===== config.mk =====
export PLATFORM = sky130hd
export DESIGN_NAME = hmb_hist_mem
export DESIGN_NICKNAME = d
export VERILOG_FILES = /design/src/rtl/histogram_median_binarizer_defines.svh /design/src/rtl/hmb_pkg.sv /design/src/rtl/hmb_hist_mem.sv
export SDC_FILE = /design/constraint.sdc
export NUM_CORES = 2
export LEC_CHECK = 0
export BUFFER_PORTS_ARGS = -buffer_cell sky130_fd_sc_hd__buf_2
export CORE_ASPECT_RATIO = 0.5
export CORE_MARGIN = 2
export CORE_UTILIZATION = 33
export DETAILED_ROUTE_END_ITERATION = 16
export PLACE_DENSITY = 0.51
export SLEW_MARGIN = 20
export SYNTH_ARGS = -nofsm -noshare
export SYNTH_HDL_FRONTEND = slang
export SYNTH_MEMORY_MAX_BITS = 65536
export SYNTH_SLANG_ARGS = --single-unit

===== constraint.sdc =====
create_clock -name aclk -period 3.6 [get_ports aclk]
set_input_delay 0.9 -clock aclk [delete_from_list [all_inputs] [get_ports aclk]]
set_output_delay 0.9 -clock aclk [all_outputs]
set_load 0.02 [all_outputs]

===== src/rtl/histogram_median_binarizer_defines.svh =====
// Assertion macros shared by the histogram median binarizer RTL.
`ifndef HISTOGRAM_MEDIAN_BINARIZER_DEFINES_SVH
`define HISTOGRAM_MEDIAN_BINARIZER_DEFINES_SVH
`ifndef SYNTHESIS
`define HMB_ASSERT_SAME(label, clk, rst_n, ante, cons) \
    label: assert property (@(posedge clk) disable iff (!rst_n) (ante) |-> (cons)) \
        else $error("histogram median binarizer assertion failed");
`define HMB_ASSERT_NEXT(label, clk, rst_n, ante, cons) \
    label: assert property (@(posedge clk) disable iff (!rst_n) (ante) |=> (cons)) \
        else $error("histogram median binarizer assertion failed");
`else
`define HMB_ASSERT_SAME(label, clk, rst_n, ante, cons)
`define HMB_ASSERT_NEXT(label, clk, rst_n, ante, cons)
`endif
`endif


===== src/rtl/hmb_pkg.sv =====
// Types and constants of the histogram median binarizer.
`timescale 1ns / 1ps
package hmb_pkg;
    localparam int LEVELS  = 256;
    localparam int LEVEL_W = 8;
    localparam logic [LEVEL_W-1:0] WHITE = 8'hFF;
    localparam logic [LEVEL_W-1:0] BLACK = 8'h00;
    localparam logic [LEVEL_W-1:0] LAST_LEVEL = 8'hFF;

    typedef enum logic [1:0] {
        REQ_GATHER   = 2'd0,
        REQ_FINISH   = 2'd1,
        REQ_BINARIZE = 2'd2
    } req_t;

    typedef enum logic [2:0] {
        ST_CLEAR,
        ST_IDLE,
        ST_SCAN,
        ST_TAIL,
        ST_REPORT
    } scan_state_t;

    typedef struct packed {
        logic               idle;
        logic               busy;
        logic               wr_en;
        logic [LEVEL_W-1:0] addr;
        logic               report;
        logic [LEVEL_W-1:0] median;
    } scan_ctrl_t;
endpackage


===== src/rtl/hmb_hist_mem.sv =====
// Histogram bin memory with one write port and one registered read port.
`timescale 1ns / 1ps
module hmb_hist_mem #(
    parameter int DATA_W = 19
) (
    input  logic                       aclk,
    input  logic                       wr_en,
    input  logic [hmb_pkg::LEVEL_W-1:0] wr_addr,
    input  logic [DATA_W-1:0]          wr_data,
    input  logic [hmb_pkg::LEVEL_W-1:0] rd_addr,
    output logic [DATA_W-1:0]          rd_data
);
    logic [DATA_W-1:0] mem_reg [hmb_pkg::LEVELS];
    logic [DATA_W-1:0] rd_data_reg;

    always_ff @(posedge aclk) begin
        if (wr_en) begin
            mem_reg[wr_addr] <= wr_data;
        end
        rd_data_reg <= mem_reg[rd_addr];
    end

    assign rd_data = rd_data_reg;
endmodule


Word-level counts from Yosys, hierarchy flattened
Memories as Yosys holds them, arrays and structs flattened. A register that Yosys moved wholly into a read port is not among the register bits.
Index checks and enable logic that the tools add are counted.
Widths: inputs -> output; s select.

storage, ports and cells
  input port bits = 37
  memories kept = 1
  register bits = 0
  logic and storage cells = 3
  output and inout bits = 19
  memory bits (writable) = 4864

memories
  name     words  width  read ports  clocked after Yosys merged registers in  wr ports  line                text
  mem_reg  256    19     1           1                                        1         hmb_hist_mem.sv:13  logic [DATA_W-1:0] mem_reg [hmb_pkg::LEVELS];

cells by class
  muxes and demuxes = 2

operators by type and width
  operator  number
  $mux 1    2

Depth between registers and ports, before layout
  depth after elaboration = 2
  depth in mapped cells = 13
  mapped depth without buffers = 7

Worst setup path before layout
OpenSTA, ideal clock, no wires.

  path kind = input-to-reg
  from = input wr_addr[3] in the netlist's numbering
  to = memory mem_reg[235][0], enable pin
  slack = 0.405 ns
  setup time = 0.395 ns
  stages = 6
  data arrival time = 2.801 ns
  cell sequence = clkbuf_1 -> nor2b_1 -> clkbuf_1 -> nand4_1 -> clkbuf_1 -> nor2_1

RTL lines
  what             line                text
  start, declared  hmb_hist_mem.sv:8   input logic [hmb_pkg::LEVEL_W-1:0] wr_addr,
  end, declared    hmb_hist_mem.sv:13

Straight into the memory's write port.

==> results by group <==
Status
  – Outcome: finished, final reports clean

Timing
  – Max-slew violation count: 0
  – Final setup fails: 0
  – Achievable clock frequency: 283 MHz
  – Clk_skew: 0.0694 ns
  – Fin crit share: 0.982
  – RSZ-0062 raised after global routing: no
  – Final hold viol count: 0
  – Final min period: between 3 and 4 ns
  – Setup WS post-layout: approximately 0.064 ns
  – Worst-margin pin slew: 1.33 ns
  – Slew HR: 0.114

Worst setup path
  – WP data arrival: ~4.5 ns
  – Crit-path slowest cell: nor4_1
  – Critical Path Start: rd_addr[0]
  – Worst Path Max Fanout: 16
  – Cell family with most CP delay: simple AND/OR/NAND/NOR gates
  – Flop2flop setup slack: 0.50 ns
  – Most used cell, CP: buf_12
  – Buffer and inverter count on the worst path: 7
  – Length in cells of the worst reg-to-reg path: 7
  – CP required: 4.57 ns
  – CP peak stage delay: 0.72 ns
  – Critical Path, Cell by Cell: buf_12 -> buf_12 -> buf_12 -> buf_12 -> buf_4 -> mux2i_1 -> o221ai_1 -> buf_4 -> nor4_1 -> nor4_1 -> buf_4 -> nand2_1 -> nor4_2 -> o31a_1
  – Reg2reg end: rd_data[10]$_DFF_P_
  – WS Path Type: in2reg
  – Reg2reg start: mem_reg[199][10]$_DFFE_PP_
  – Element type at the critical path start: input pin
  – Endpoint class of the critical path: flip-flop

Finish
  – Layout cells sized above 1: 0.312
  – Max FFs per register: between 4000 and 5000
  – Area delta synth->final: 18.7%
  – Fin util: 0.393
  – Final #Nets: approximately 10000
  – Post-layout instance area: 224000 um2

Min path
  – Hold endpoint: mem_reg[219][4]$_DFFE_PP_
  – Worst Hold Class: in2reg
  – Worst Hold Launch: wr_data[4]
  – WHS Path Cells: 1

Yosys
  – Most frequent cell after synthesis: edfxtp_1
  – Synthesized area: ~190000 um2
  – EDFF count, synth: around 4900
  – Yosys cell types: 60
  – Mapped Cells: a little under 9000
  – YS warnings: 0
  – Cell taking the most area after synthesis: edfxtp_1
  – Avg Cell Area, Syn: roughly 22 um2
  – Synth cell count leaders: edfxtp_1 (4864), mux4_2 (899), mux2i_1 (709)
  – Yosys top cell area share: 0.775
  – #FFs+latches synth: 4883
  – Ys async rst share: 0
  – Ranking of synthesized cells by area: edfxtp_1 (78%), mux4_2 (11%), mux2i_1 (3.8%)
  – Sequential-to-total area share from yosys stat: 0.777
  – Synth Flop Type: edfxtp_1
  – Net count after synthesis: between 8000 and 9000

Floorplanning
  – Die span in x: 1070 um
  – Top-Level Pins: 56
  – Initial Util: 0.331
  – Die Ht: 538 um
  – Die area: 578000 um2
  – Core region area: between 500000 and 600000 um2
  – # rows: 196

Clock tree
  – Clk buf depth: 4
  – CTS tree: done
  – Clk_lat worst skew: around 1.1 ns
  – H-tree depth: 5
  – Total CTS buffers: 463
  – Clock transition at path regs: approximately 0.07 ns
  – Post-CTS setup repair buffer count: 0
  – Total clock sinks: 4883
  – Hold Buf Count CTS: 0
  – CTS Root Cell: clkbuf_16

Routing
  – Initial drt markers: 12000
  – Detailed-route wire length per cell: 30.9 um
  – DRC: 0
  – Pre-antenna DRT Iters: 5
  – Routed wire length: 559000 um
  – Via density per instance: 5.31
  – Via count: around 96000
  – Antenna-violating nets left: 0

Global route
  – Antenna violations before repair: 54
  – GRT Util Overall: 0.188
  – First-pass GRT wire length: 775000 um
  – Vias in the first global route: 95700
  – Global route total overflow: 0
  – Maximum number of pins on one net before global-route repair: slightly above 100

Power and ir drop
  – Peak VDD IR: 0.000426 V
  – Power density cells: roughly 530 nW/um2
  – Leakage: 71.7 nW

Placement
  – DP Wirelength: roughly 350000 um
  – IO buf count: 55
  – DP Area: 209000 um2
  – Place WS: -1.03 ns
  – Routability cong.: 0.827

Run
  – Max Cap Viol: 0
==> layer usage <==
layer	track usage	wire length (um)
met4	0.0463	14400
met1	0.267	239000
met3	0.0300	39100
met5	0	73
met2	0.306	266000
==> how the worst max path moves through the flow <==
stage                     cells past startpoint  slack, ns                   endpoint
after detailed placement                     14      -1.03         rd_data[8]$_DFF_P_
final                                        14       0.06         rd_data[8]$_DFF_P_
after global placement                       14      -0.94         rd_data[8]$_DFF_P_
after floorplan                               6       0.40  mem_reg[235][0]$_DFFE_PP_
after CTS                                    14       0.09         rd_data[8]$_DFF_P_
after global routing                         14       0.10         rd_data[8]$_DFF_P_
==> what timing repair did <==
action | CTS | global route
endpoints found under the setup margin | 0 | 3
endpoints found under the hold margin | 0 | 0
resized for setup | 0 | 3
==> layout make-up <==
class	count	area, um2
sequential	4883	146000
timing repair buffer	1380	13400
fill	50800	346000
inverter	3	26.3
clock inverter	275	2500
tap	7623	9540
multi-input combinational	3295	39400
clock buffer	585	12300
antenna	19	47.5
==> where the power goes <==
group | switching (mW) | internal, mW
Clock | 21.6 | 26.8
Sequential | 0.149 | 62.7
Combinational | 4.35 | 2.70
==> worst reg2reg max path, delay by kind of cell, from the launching register on <==
kind            cells  cell delay (ns)
compound gates      2             1.17
buf+inv             1             0.22
flops               1             0.37
mux                 1             0.50
simple gates        3             0.73
==> logic make-up (layout without fill, tap and decap cells) <==
| logic type | count (synthesis) | count (layout) | synth area share |
|---|---|---|---|
| flip-flops | 4883 | 4883 | 0.777 |
| multiplexers | 1678 | 1678 | 0.153 |
| AO/OA/AOI/OAI | 914 | 914 | 0.0343 |
| AND/OR/NAND/NOR | 703 | 703 | 0.0172 |
| buffers and inverters | 531 | 2243 | 0.0185 |
| other | 0 | 19 | 0 |
==> through the flow <==
stage	instances	hold slack, ns	power [mW]	TNS, ns
6_report	18100	0.280	118	0
5_1_grt	18100	0.243	122	0
4_1_cts	18000	0.197	119	0
3_5_place_dp	17200	0.909	71.1	-9.98
3_3_place_gp	17200	0.932	71.1	-9.96
2_1_floorplan	8709	0.778	67.1	0
==> cells in the final DEF (no fill, tap or decap), types with 36 or more instances in the layout <==
cell,n
a21oi_1,182
a221oi_1,38
a22oi_1,47
buf_12,236
buf_4,1090
bufinv_16,36
clkbuf_1,103
clkbuf_16,471
clkinv_1,114
clkinv_2,86
edfxtp_1,4864
mux2i_1,709
mux4_1,45
mux4_2,899
nand2_1,65
nor2_1,69
nor2_2,257
nor3_1,151
o21ai_0,50
o221ai_1,257
o22ai_1,229
(Power assumes the default switching activity.)
