<file path="config.mk">
export PLATFORM = sky130hd
export DESIGN_NAME = hmb_scan
export DESIGN_NICKNAME = d
export VERILOG_FILES = /design/src/rtl/histogram_median_binarizer_defines.svh /design/src/rtl/hmb_pkg.sv /design/src/rtl/hmb_scan.sv
export SDC_FILE = /design/constraint.sdc
export NUM_CORES = 1
export LEC_CHECK = 0
export BUFFER_PORTS_ARGS = -buffer_cell sky130_fd_sc_hd__buf_2
export CAP_MARGIN = 20
export CORE_UTILIZATION = 55
export CTS_CLUSTER_SIZE = 25
export DETAILED_ROUTE_END_ITERATION = 10
export PLACE_DENSITY_LB_ADDON = 0.08
export SYNTH_ARGS = -nofsm -noshare
export SYNTH_HDL_FRONTEND = slang
export SYNTH_SLANG_ARGS = --single-unit
</file>
<file path="constraint.sdc">
create_clock -name aclk -period 4.6 [get_ports aclk]
set_clock_uncertainty 0.1 [all_clocks]
set_input_delay 0.23 -clock aclk [delete_from_list [all_inputs] [get_ports aclk]]
set_output_delay 0.23 -clock aclk [all_outputs]
set_load 0.01 [all_outputs]
</file>
<file path="src/rtl/histogram_median_binarizer_defines.svh">
// Assertion macros shared by the histogram median binarizer RTL.
`ifndef HISTOGRAM_MEDIAN_BINARIZER_DEFINES_SVH
`define HISTOGRAM_MEDIAN_BINARIZER_DEFINES_SVH
`ifndef SYNTHESIS
`define HMB_ASSERT_SAME(label, clk, rst_n, ante, cons) \
    label: assert property (@(posedge clk) disable iff (!rst_n) (ante) |-> (cons)) \
        else $error("histogram median binarizer assertion failed");
`define HMB_ASSERT_NEXT(label, clk, rst_n, ante, cons) \
    label: assert property (@(posedge clk) disable iff (!rst_n) (ante) |=> (cons)) \
        else $error("histogram median binarizer assertion failed");
`else
`define HMB_ASSERT_SAME(label, clk, rst_n, ante, cons)
`define HMB_ASSERT_NEXT(label, clk, rst_n, ante, cons)
`endif
`endif

</file>
<file path="src/rtl/hmb_pkg.sv">
// Types and constants of the histogram median binarizer.
`timescale 1ns / 1ps
package hmb_pkg;
    localparam int LEVELS  = 256;
    localparam int LEVEL_W = 8;
    localparam logic [LEVEL_W-1:0] WHITE = 8'hFF;
    localparam logic [LEVEL_W-1:0] BLACK = 8'h00;
    localparam logic [LEVEL_W-1:0] LAST_LEVEL = 8'hFF;

    typedef enum logic [1:0] {
        REQ_GATHER   = 2'd0,
        REQ_FINISH   = 2'd1,
        REQ_BINARIZE = 2'd2
    } req_t;

    typedef enum logic [2:0] {
        ST_CLEAR,
        ST_IDLE,
        ST_SCAN,
        ST_TAIL,
        ST_REPORT
    } scan_state_t;

    typedef struct packed {
        logic               idle;
        logic               busy;
        logic               wr_en;
        logic [LEVEL_W-1:0] addr;
        logic               report;
        logic [LEVEL_W-1:0] median;
    } scan_ctrl_t;
endpackage

</file>
<file path="src/rtl/hmb_scan.sv">
// Sequencer for the clearing pass after reset and the median scan over the bins.
`timescale 1ns / 1ps
module hmb_scan #(
    parameter int MAX_FRAME_PIXELS = 262144
) (
    input  logic                                    aclk,
    input  logic                                    aresetn,
    input  logic                                    start,
    input  logic [$clog2(MAX_FRAME_PIXELS + 1)-1:0] total,
    input  logic                                    out_free,
    input  logic [$clog2(MAX_FRAME_PIXELS + 1)-1:0] rd_data,
    output hmb_pkg::scan_ctrl_t                     ctrl
);
    localparam int BIN_W = $clog2(MAX_FRAME_PIXELS + 1);

    hmb_pkg::scan_state_t        state_reg, state_next;
    logic [hmb_pkg::LEVEL_W-1:0] cnt_reg, cnt_next;
    logic                        rd_valid_reg;
    logic [hmb_pkg::LEVEL_W-1:0] rd_idx_reg;
    logic [BIN_W-1:0]            run_reg;
    logic [BIN_W-1:0]            half_reg;
    logic                        found_reg;
    logic [hmb_pkg::LEVEL_W-1:0] median_reg;
    logic [BIN_W-1:0]            sum;

    assign sum = run_reg + rd_data;

    always_comb begin
        state_next = state_reg;
        cnt_next   = cnt_reg;
        unique case (state_reg)
            hmb_pkg::ST_CLEAR: begin
                cnt_next = cnt_reg + 1'b1;
                if (cnt_reg == hmb_pkg::LAST_LEVEL) begin
                    state_next = hmb_pkg::ST_IDLE;
                end
            end
            hmb_pkg::ST_IDLE: begin
                cnt_next = '0;
                if (start) begin
                    state_next = hmb_pkg::ST_SCAN;
                end
            end
            hmb_pkg::ST_SCAN: begin
                cnt_next = cnt_reg + 1'b1;
                if (cnt_reg == hmb_pkg::LAST_LEVEL) begin
                    state_next = hmb_pkg::ST_TAIL;
                end
            end
            hmb_pkg::ST_TAIL: begin
                state_next = hmb_pkg::ST_REPORT;
            end
            hmb_pkg::ST_REPORT: begin
                if (out_free) begin
                    state_next = hmb_pkg::ST_IDLE;
                end
            end
            default: begin
                state_next = hmb_pkg::ST_IDLE;
            end
        endcase
    end

    always_comb begin
        ctrl.idle   = (state_reg == hmb_pkg::ST_IDLE);
        ctrl.busy   = (state_reg == hmb_pkg::ST_CLEAR) || (state_reg == hmb_pkg::ST_SCAN);
        ctrl.wr_en  = ctrl.busy;
        ctrl.addr   = cnt_reg;
        ctrl.report = (state_reg == hmb_pkg::ST_REPORT) && out_free;
        ctrl.median = median_reg;
    end

    always_ff @(posedge aclk) begin
        if (!aresetn) begin
            state_reg    <= hmb_pkg::ST_CLEAR;
            cnt_reg      <= '0;
            rd_valid_reg <= 1'b0;
            found_reg    <= 1'b0;
            median_reg   <= '0;
        end else begin
            state_reg    <= state_next;
            cnt_reg      <= cnt_next;
            rd_valid_reg <= (state_reg == hmb_pkg::ST_SCAN);
            if (start) begin
                found_reg  <= 1'b0;
                median_reg <= '0;
            end else if (rd_valid_reg && !found_reg && (sum > half_reg)) begin
                found_reg  <= 1'b1;
                median_reg <= rd_idx_reg;
            end
        end
    end

    always_ff @(posedge aclk) begin
        rd_idx_reg <= cnt_reg;
        if (start) begin
            run_reg  <= '0;
            half_reg <= total >> 1;
        end else if (rd_valid_reg) begin
            run_reg <= sum;
        end
    end
endmodule

</file>
# Yosys cells after proc, flatten, opt, wreduce, memory -nomap -nowiden
# Cells that the tools add are included.
[word_totals] reg_bits=66 latch_bits=0 mem_bits_rw=0 rom_bits=0 out_inout_bits=20 memories=0
[op_classes] n_addsub=2 mul=0 div_mod_pow=0 order_cmp=1 eq_ne=9 shift=0 muxes=6 n_bitwise=1 reduce_logical=10
[op_table] cell="$add 19x19->19" count=1
[op_table] cell="$gt 19x18->1" count=1
[op_table] cell="$pmux 8 s2" count=1
[op_table] cell="$pmux 3 s5" count=1
[op_table] cell="$mux 3" count=4
[op_table] cell="$add 8x1->8 const B" count=1
[op_table] cell="$eq 8x8->1 const B" count=1
[op_table] cell="$ne 2x2->1 const B" count=4
[op_table] cell="$eq 3x2->1 const B" count=2
[op_table] cell="$reduce_and 4->1" count=1
[op_table] cell="$reduce_or 2->1" count=2
[op_table] cell="$eq 3x1->1 const B" count=1
[op_table] cell="$eq 3x3->1 const B" count=1
[op_table] cell="$logic_and 1x1->1" count=3
[op_table] cell="$logic_not 3->1" count=1
[op_table] cell="$reduce_bool 2->1" count=1
[op_table] cell="$logic_not 1->1" count=1
[op_table] cell="$logic_or 1x1->1" count=1
[op_table] cell="$not 1->1" count=1

# Depth between registers and ports, before layout
# Gate-level depths: netlist (run 1).
[depth] ltp_word=3 ltp_mapped=19 ltp_nobuf=18

# Worst setup path after synthesis (run 1)
# Ideal clock, no wire load.
[synth_path] kind="reg-to-reg" start="reg run_reg[0]" end="reg median_reg[5] (netlist name)" t_arrival_ps=3672 required_ps=4384 setup_slack_ps=712 path_stages_with_launch=20 path_cell_list="dfxtp_1 -> ha_1 -> inv_1 -> fa_1 -> nor2b_1 -> o31a_1 -> o21ai_4 -> a31o_4 -> nor3_1 -> nor2_1 -> xnor2_1 -> ha_1 -> nand4_1 -> or2_0 -> o32ai_1 -> nor2b_1 -> o21ai_1 -> buf_2 -> a21oi_2 -> a41o_1"
[synth_between] elab_chain_cells=3
[synth_rtl] item="from (decl)" line_no="hmb_scan.sv:20" text="logic [BIN_W-1:0] run_reg;"
[synth_rtl] item="from (signal assigned)" line_no="hmb_scan.sv:100" text="run_reg <= sum;"
[synth_rtl] item="$add 19x19->19" line_no="hmb_scan.sv:26" text="assign sum = run_reg + rd_data;"
[synth_rtl] item="named net sum[16]" line_no="hmb_scan.sv:24" text="logic [BIN_W-1:0] sum;"
[synth_rtl] item="$gt 19x18->1" line_no="hmb_scan.sv:87" text="end else if (rd_valid_reg && !found_reg && (sum > half_reg)) begin"
[synth_rtl] item="$logic_and 1x1->1" line_no="hmb_scan.sv:87"
[synth_rtl] item="to (signal assigned)" line_no="hmb_scan.sv:89" text="median_reg <= rd_idx_reg;"
[synth_rtl] item="to (decl)" line_no="hmb_scan.sv:23" text="logic [hmb_pkg::LEVEL_W-1:0] median_reg;"
# The timed path passes the listed nets, and every way through them passes these cells.
# A chain may end at the register's enable or synchronous reset.

# Worst setup path in the final report (run 1)
[layout_path] start="reg run_reg[0]" end="reg median_reg[7] (netlist name)"
# Same word-level chain as after synthesis.

==> metrics.cfg, run 1 <==
[status]
status = completed

[placement]
dp_hpwl_mm = 5.57
post-place-ws_ns = 0.417
gp_congestion = 0.830
port_buffers = 60

[final_layout]
largest_reg_flops = 19
fin_nets = 572
area_growth_pct = 18.8
layout-drive-gt1-share_pct = 19.1
fillCellCount = 579
antenna_cells = 0

[route]
num_vias = 3216
dr.pass1.iters = 4
antenna_left = 0
initialDrtViolationCount = 170
wire_per_inst_um = 14.1
totalWireLength_mm = 8.35
viasPerCell = 5.42
drc = 0

[power_and_ir_drop]
combPwrFrac_pct = 10.8
power.leakage_nw = 2.12
vdd_drop_max_v = 0.000184
switchingPower_mw = 0.312
intPower_mw = 0.939
clkPwrFrac_pct = 39.4
power.density_mw_per_mm2 = 270
seqPwrFrac_pct = 49.8
swShare_pct = 25.0

[clock_network]
clk_latency_ns = 0.34
clock_path_buffers = 2
cts_buffers = 9
path_clk_slew_ns = 0.08
cts_tree = built
cts_num_sinks = 66
cts_root_buf = clkbuf_8
clock_tree.htree_level_count = 3

[worst_hold_path]
holdPathStages = 3
min_to = state_reg[0]
hp-start = out_free
hold_path_class = input pin to flop

[sta]
rsz0062_at_grt = no
tightestPinTransition_ns = 0.632
max_freq_mhz = 242
period_share_pct = 90.0
drv_slew = 0
hold_violations = 0
relSlewSlack_pct = 57.7
tns_ns = 0
setup-violations-final = 0
fin_ws_ns = 0.462
fin_crit_ns = 4.14

[global_routing]
grt_pass1_wl_mm = 14.1
antenna_found_initial = 0
grt_max_degree = 37
overflow = 0
grt_usage_pct = 24.4
first_global_vias = 3048

[logic_synthesis]
synth_area_leaders = dfxtp_1, edfxtp_1, ha_1
synth_xor_area_share_pct = 3.82
ys.flop_type = dfxtp_1
synth-compound-area-share_pct = 17.7
synth_nets = 501
synthAdderAreaFrac_pct = 12.4
ys_seq_area_share_pct = 38.5
synth_edf_count = 18
synthMuxAreaShare_pct = 4.23
synth_top_family_by_area = simple AND/OR/NAND/NOR gates
syn_area_mm2 = 0.00390
yosysMostFrequentCell = dfxtp_1
synth.distinct_cells = 60
synthArstFlopShare_pct = 0
synth_common_cells = dfxtp_1, nand2_1, ha_1, a21oi_1, nor2_1
yosysWarnings = 0
yosys.area_share.simple_pct = 18.2
synth_area_per_cell_um2 = 9.27
synth_top_area_share_pct = 24.6
ys_ff_latch = 66
synth_cells = 421
yosysTopAreaCell = dfxtp_1

[die]
die_area_mm2 = 0.00743
initial_core_util_pct = 57.1
num_io_pins = 62
die_height_um = 86.2
die_w_um = 86.2
coreArea_mm2 = 0.00683
rows = 30

[worst_setup_path]
r2r_start = run_reg[0]
ff2ff_path_depth = 19
start_kind = flop
reg2reg_to = median_reg[7]
rrSetupSlack_ns = 0.46
crit_path_start = run_reg[0]
critPathArrivalTime_ns = 4.27
critPathKind = flop to flop
crit_fanout = 16
cp-end-kind = flop
cp_data_required_time_ns = 4.73

[job]
drv_cap = 0

-- how the worst max path moves through the flow --
stage / endpoint / slack, ns
detailed placement: median_reg[7] / 0.42
floorplan: median_reg[5] / 0.71
global placement: median_reg[2] / 0.48
finish: median_reg[7] / 0.46
global route: median_reg[7] / 0.13
CTS: median_reg[7] / 0.37
-- placed cells by master (no fill, tap or decap), drive strengths merged, types with 5 or more instances in the layout --
cell and n:
xnor2 12, a21o 7, a21oi 32, dlygate4sd3 18, a41o 9, inv 28
buf 64, ha 37, nand3 8, xor2 5, mux2i 15, o21ai 22
o211ai 5, dfxtp 48, and2 7, nor2 29, clkbuf 11, nand4 5
nor3 7, nor2b 7, edfxtp 18, nor3b 10, nand2 40
-- cells by family after synthesis --
family,count (synthesis)
simple gates,137
compound gates,99
mux,16
flops,66
fa+ha+maj,38
xor+xnor,17
buf+inv,48
-- critical path, cell delays in order, from the launching register on --
cell	delay, ns
dfxtp_1	0.33
ha_1	0.18
inv_1	0.07
fa_1	0.40
nor2b_1	0.17
o31a_1	0.29
o21ai_4	0.12
a31o_4	0.25
nor3_2	0.25
nor2_1	0.08
xnor2_1	0.14
ha_1	0.31
nand4_1	0.10
or2_0	0.23
o32ai_1	0.32
nor2b_1	0.08
o21ai_1	0.09
buf_4	0.24
a21oi_1	0.09
a41o_1	0.20
-- routing by layer --
layer,part of all wire (%),vias to the layer above,track usage (%)
li1,-,1660,-
met1,48,1492,33.2
met2,47,59,39.2
met3,3.6,5,3.71
met4,0.87,0,9.55
met5,0,-,0
-- power groups by stage --
stage | registers (mW) | clock network, mW | logic [mW]
4_1_cts | 0.623 | 0.506 | 0.133
6_report | 0.623 | 0.493 | 0.135
2_1_floorplan | 0.634 | 0 | 0.0780
3_3_place_gp | 0.636 | 0 | 0.116
5_1_grt | 0.624 | 0.529 | 0.153
3_5_place_dp | 0.636 | 0 | 0.120
-- cell type report --
cell class                      count  area [um2]  area share, %
Sequential cell                    66        1500           32.4
Clock buffer                       11         174           3.75
Tap cell                           96         120           2.59
Inverter                           26        97.6           2.11
Multi-Input combinational cell    307        2200           47.5
Timing Repair Buffer               82         510           11.0
Clock inverter                      5        31.3          0.675
-- stage by stage --
step	power [mW]	utilization [%]	hold WS, ns	instance area [um2]	cells
final	1.25	67.8	0.142	4630	593
after global routing	1.31	67.8	0.138	4630	593
after CTS	1.26	67.7	0.126	4620	592
after detailed placement	0.756	62.0	0.308	4240	558
after global placement	0.752	62.0	0.307	4240	558
after floorplan	0.712	-	0.229	3900	421
-- repair_timing --
item | 4_1_cts | 5_1_grt
endpoints found under the hold margin | 18 | 0
setup buffers | 0 | 0
hold buffers | 18 | 0
gates resized for setup | 0 | 1
setup endpoints to repair | 0 | 2
Power figures use the tool's default switching activity.
==> inputs of run 2 (changes only) <==
Settings changed: CORE_UTILIZATION 55 to 51.
Clock period 4.6 ns to 3.45 ns, I/O delays scaled along.
==> run 2 against run 1 <==
Compared with the run above: the run now ends with setup timing left; sequential cell count did not move; routed wire length grew 3.8%; worst setup slack got worse by 0.65 ns; critical path type unchanged; largest cell class unchanged.
==> metrics.cfg, run 2 (synthesis gave the netlist of run 1 again) <==
[status]
status = finished, violations left
violations = setup timing

[clock_network]
clk_latency_ns = 0.34
cts_root_buf = clkbuf_8
cts_num_sinks = 66
path_clk_slew_ns = 0.08
cts_buffers = 9
clock_path_buffers = 2
clock_tree.htree_level_count = 3
cts_tree = built

[die]
die_w_um = 89.5
rows = 31
die_area_mm2 = 0.00800
die_height_um = 89.5
initial_core_util_pct = 53.2
num_io_pins = 62
coreArea_mm2 = 0.00733

[route]
num_vias = 3382
antenna_left = 0
drc = 0
totalWireLength_mm = 8.67
initialDrtViolationCount = 115
wire_per_inst_um = 13.7
dr.pass1.iters = 5
viasPerCell = 5.35

[worst_setup_path]
ff2ff_path_depth = 17
reg2reg_to = median_reg[2]
start_kind = flop
rrSetupSlack_ns = -0.19
r2r_start = run_reg[0]
cp-end-kind = flop
critPathArrivalTime_ns = 3.77
path_cells = ha_4 > inv_2 > fa_2 > nor2b_2 > o31a_1 > o21ai_4 > a31o_4 > xnor2_1 > ha_1 > a21o_1 > a21oi_1 > o21ai_1 > a211o_1 > o21ai_4 > buf_12 > a21oi_1 > a41o_1
crit_path_top_delay_cell = dfxtp_2
cp_top_family = compound AO/OA/AOI/OAI gates
critPathMaxStageDelay_ns = 0.35
cp_data_required_time_ns = 3.58
crit_path_start = run_reg[0]
path_buf_inv = 2
crit_fanout = 14
crit_cells = 17
critical_path.endpoint = median_reg[2]
critPathKind = flop to flop

[global_routing]
overflow = 0
grt_max_degree = 37
first_global_vias = 3104
grt_usage_pct = 23.1
grt_pass1_wl_mm = 14.0
antenna_found_initial = 0

[sta]
period_share_pct = 105
tightestPinTransition_ns = 0.725
drv_slew = 0
whs_ns = 0.0872
max_freq_mhz = 275
rsz0062_at_grt = yes
fin_ws_ns = -0.187
relSlewSlack_pct = 51.6
setup-violations-final = 9
hold_violations = 0
fin_crit_ns = 3.64

[final_layout]
antenna_cells = 0
area_growth_pct = 28.6
final_cell_mix = buf_2, dfxtp_1, nand2_1
final_common_cell = buf_2
fin_nets = 608
fillCellCount = 594
largest_reg_flops = 19
post-route-cell-area_mm2 = 0.00502
instances_no_fill = 632
layout-drive-gt1-share_pct = 26.8

[placement]
dp_hpwl_mm = 6.20
port_buffers = 60
gp_congestion = 0.843
place_inst = 593
place_area_mm2 = 0.00453

[power_and_ir_drop]
power.leakage_nw = 2.32
finalPower_mw = 1.74
power.density_mw_per_mm2 = 346
vdd_drop_max_v = 0.000209

[worst_hold_path]
hold_path_class = input pin to flop

[job]
drv_cap = 0

-- run 2: per-stage QoR --
stage	worst slack, ns	TNS, ns	utilization, %
global placement	-0.186	-1.48	61.8
detailed placement	-0.249	-2.00	61.8
floorplan	-0.00722	-0.0144	-
CTS	-0.156	-1.21	67.9
global route	-0.327	-2.77	68.5
finish	-0.187	-1.48	68.5
-- run 2: area by class of cell --
cell class              count  area, um2  area share [%]
clock inverters             3       23.8           0.474
inverters                  26       97.6            1.94
clock buffers              13        203            4.04
well taps                  99        124            2.47
repair buffers            118        797            15.9
flip-flops and latches     66       1500            29.9
multi-input cells         307       2270            45.3
-- run 2: worst min-delay path by stage --
stage          startpoint            to  cells past startpoint
6_report          aresetn    cnt_reg[0]                      2
2_1_floorplan    total[1]   half_reg[0]                      0
3_5_place_dp     total[8]   half_reg[7]                      1
5_1_grt           aresetn  state_reg[0]                      2
4_1_cts           aresetn  state_reg[0]                      2
3_3_place_gp     total[1]   half_reg[0]                      1
-- run 2: metal layers --
metal	part of all wire [%]	GRT usage (%)	up-vias
li1	-	-	1727
met1	46	29.9	1569
met2	49	38.4	71
met3	3.7	3.69	15
met4	1.7	9.52	0
met5	0	0	-
-- run 2: worst reg2reg max path, stage by stage (launching register included) --
cell and delay [ns]:
dfxtp_2 0.35, ha_4 0.13, inv_2 0.03, fa_2 0.34, nor2b_2 0.13, o31a_1 0.24
o21ai_4 0.08, a31o_4 0.25, xnor2_1 0.25, ha_1 0.30, a21o_1 0.16, a21oi_1 0.15
o21ai_1 0.08, a211o_1 0.35, o21ai_4 0.16, buf_12 0.15, a21oi_1 0.07, a41o_1 0.20
-- run 2: where the power goes --
group | switching (mW) | internal, mW | total [mW]
Clock | 0.315 | 0.396 | 0.711
Sequential | 0.0107 | 0.819 | 0.830
Combinational | 0.101 | 0.0957 | 0.197
Total | 0.426 | 1.31 | 1.74
-- run 2: timing repair --
action,4_1_cts,5_1_grt
hold endpoints to repair,18,0
setup endpoints to repair,9,9
hold buffers,18,0
buffers inserted,3,2
gates resized for setup,6,4
pin swaps,6,5
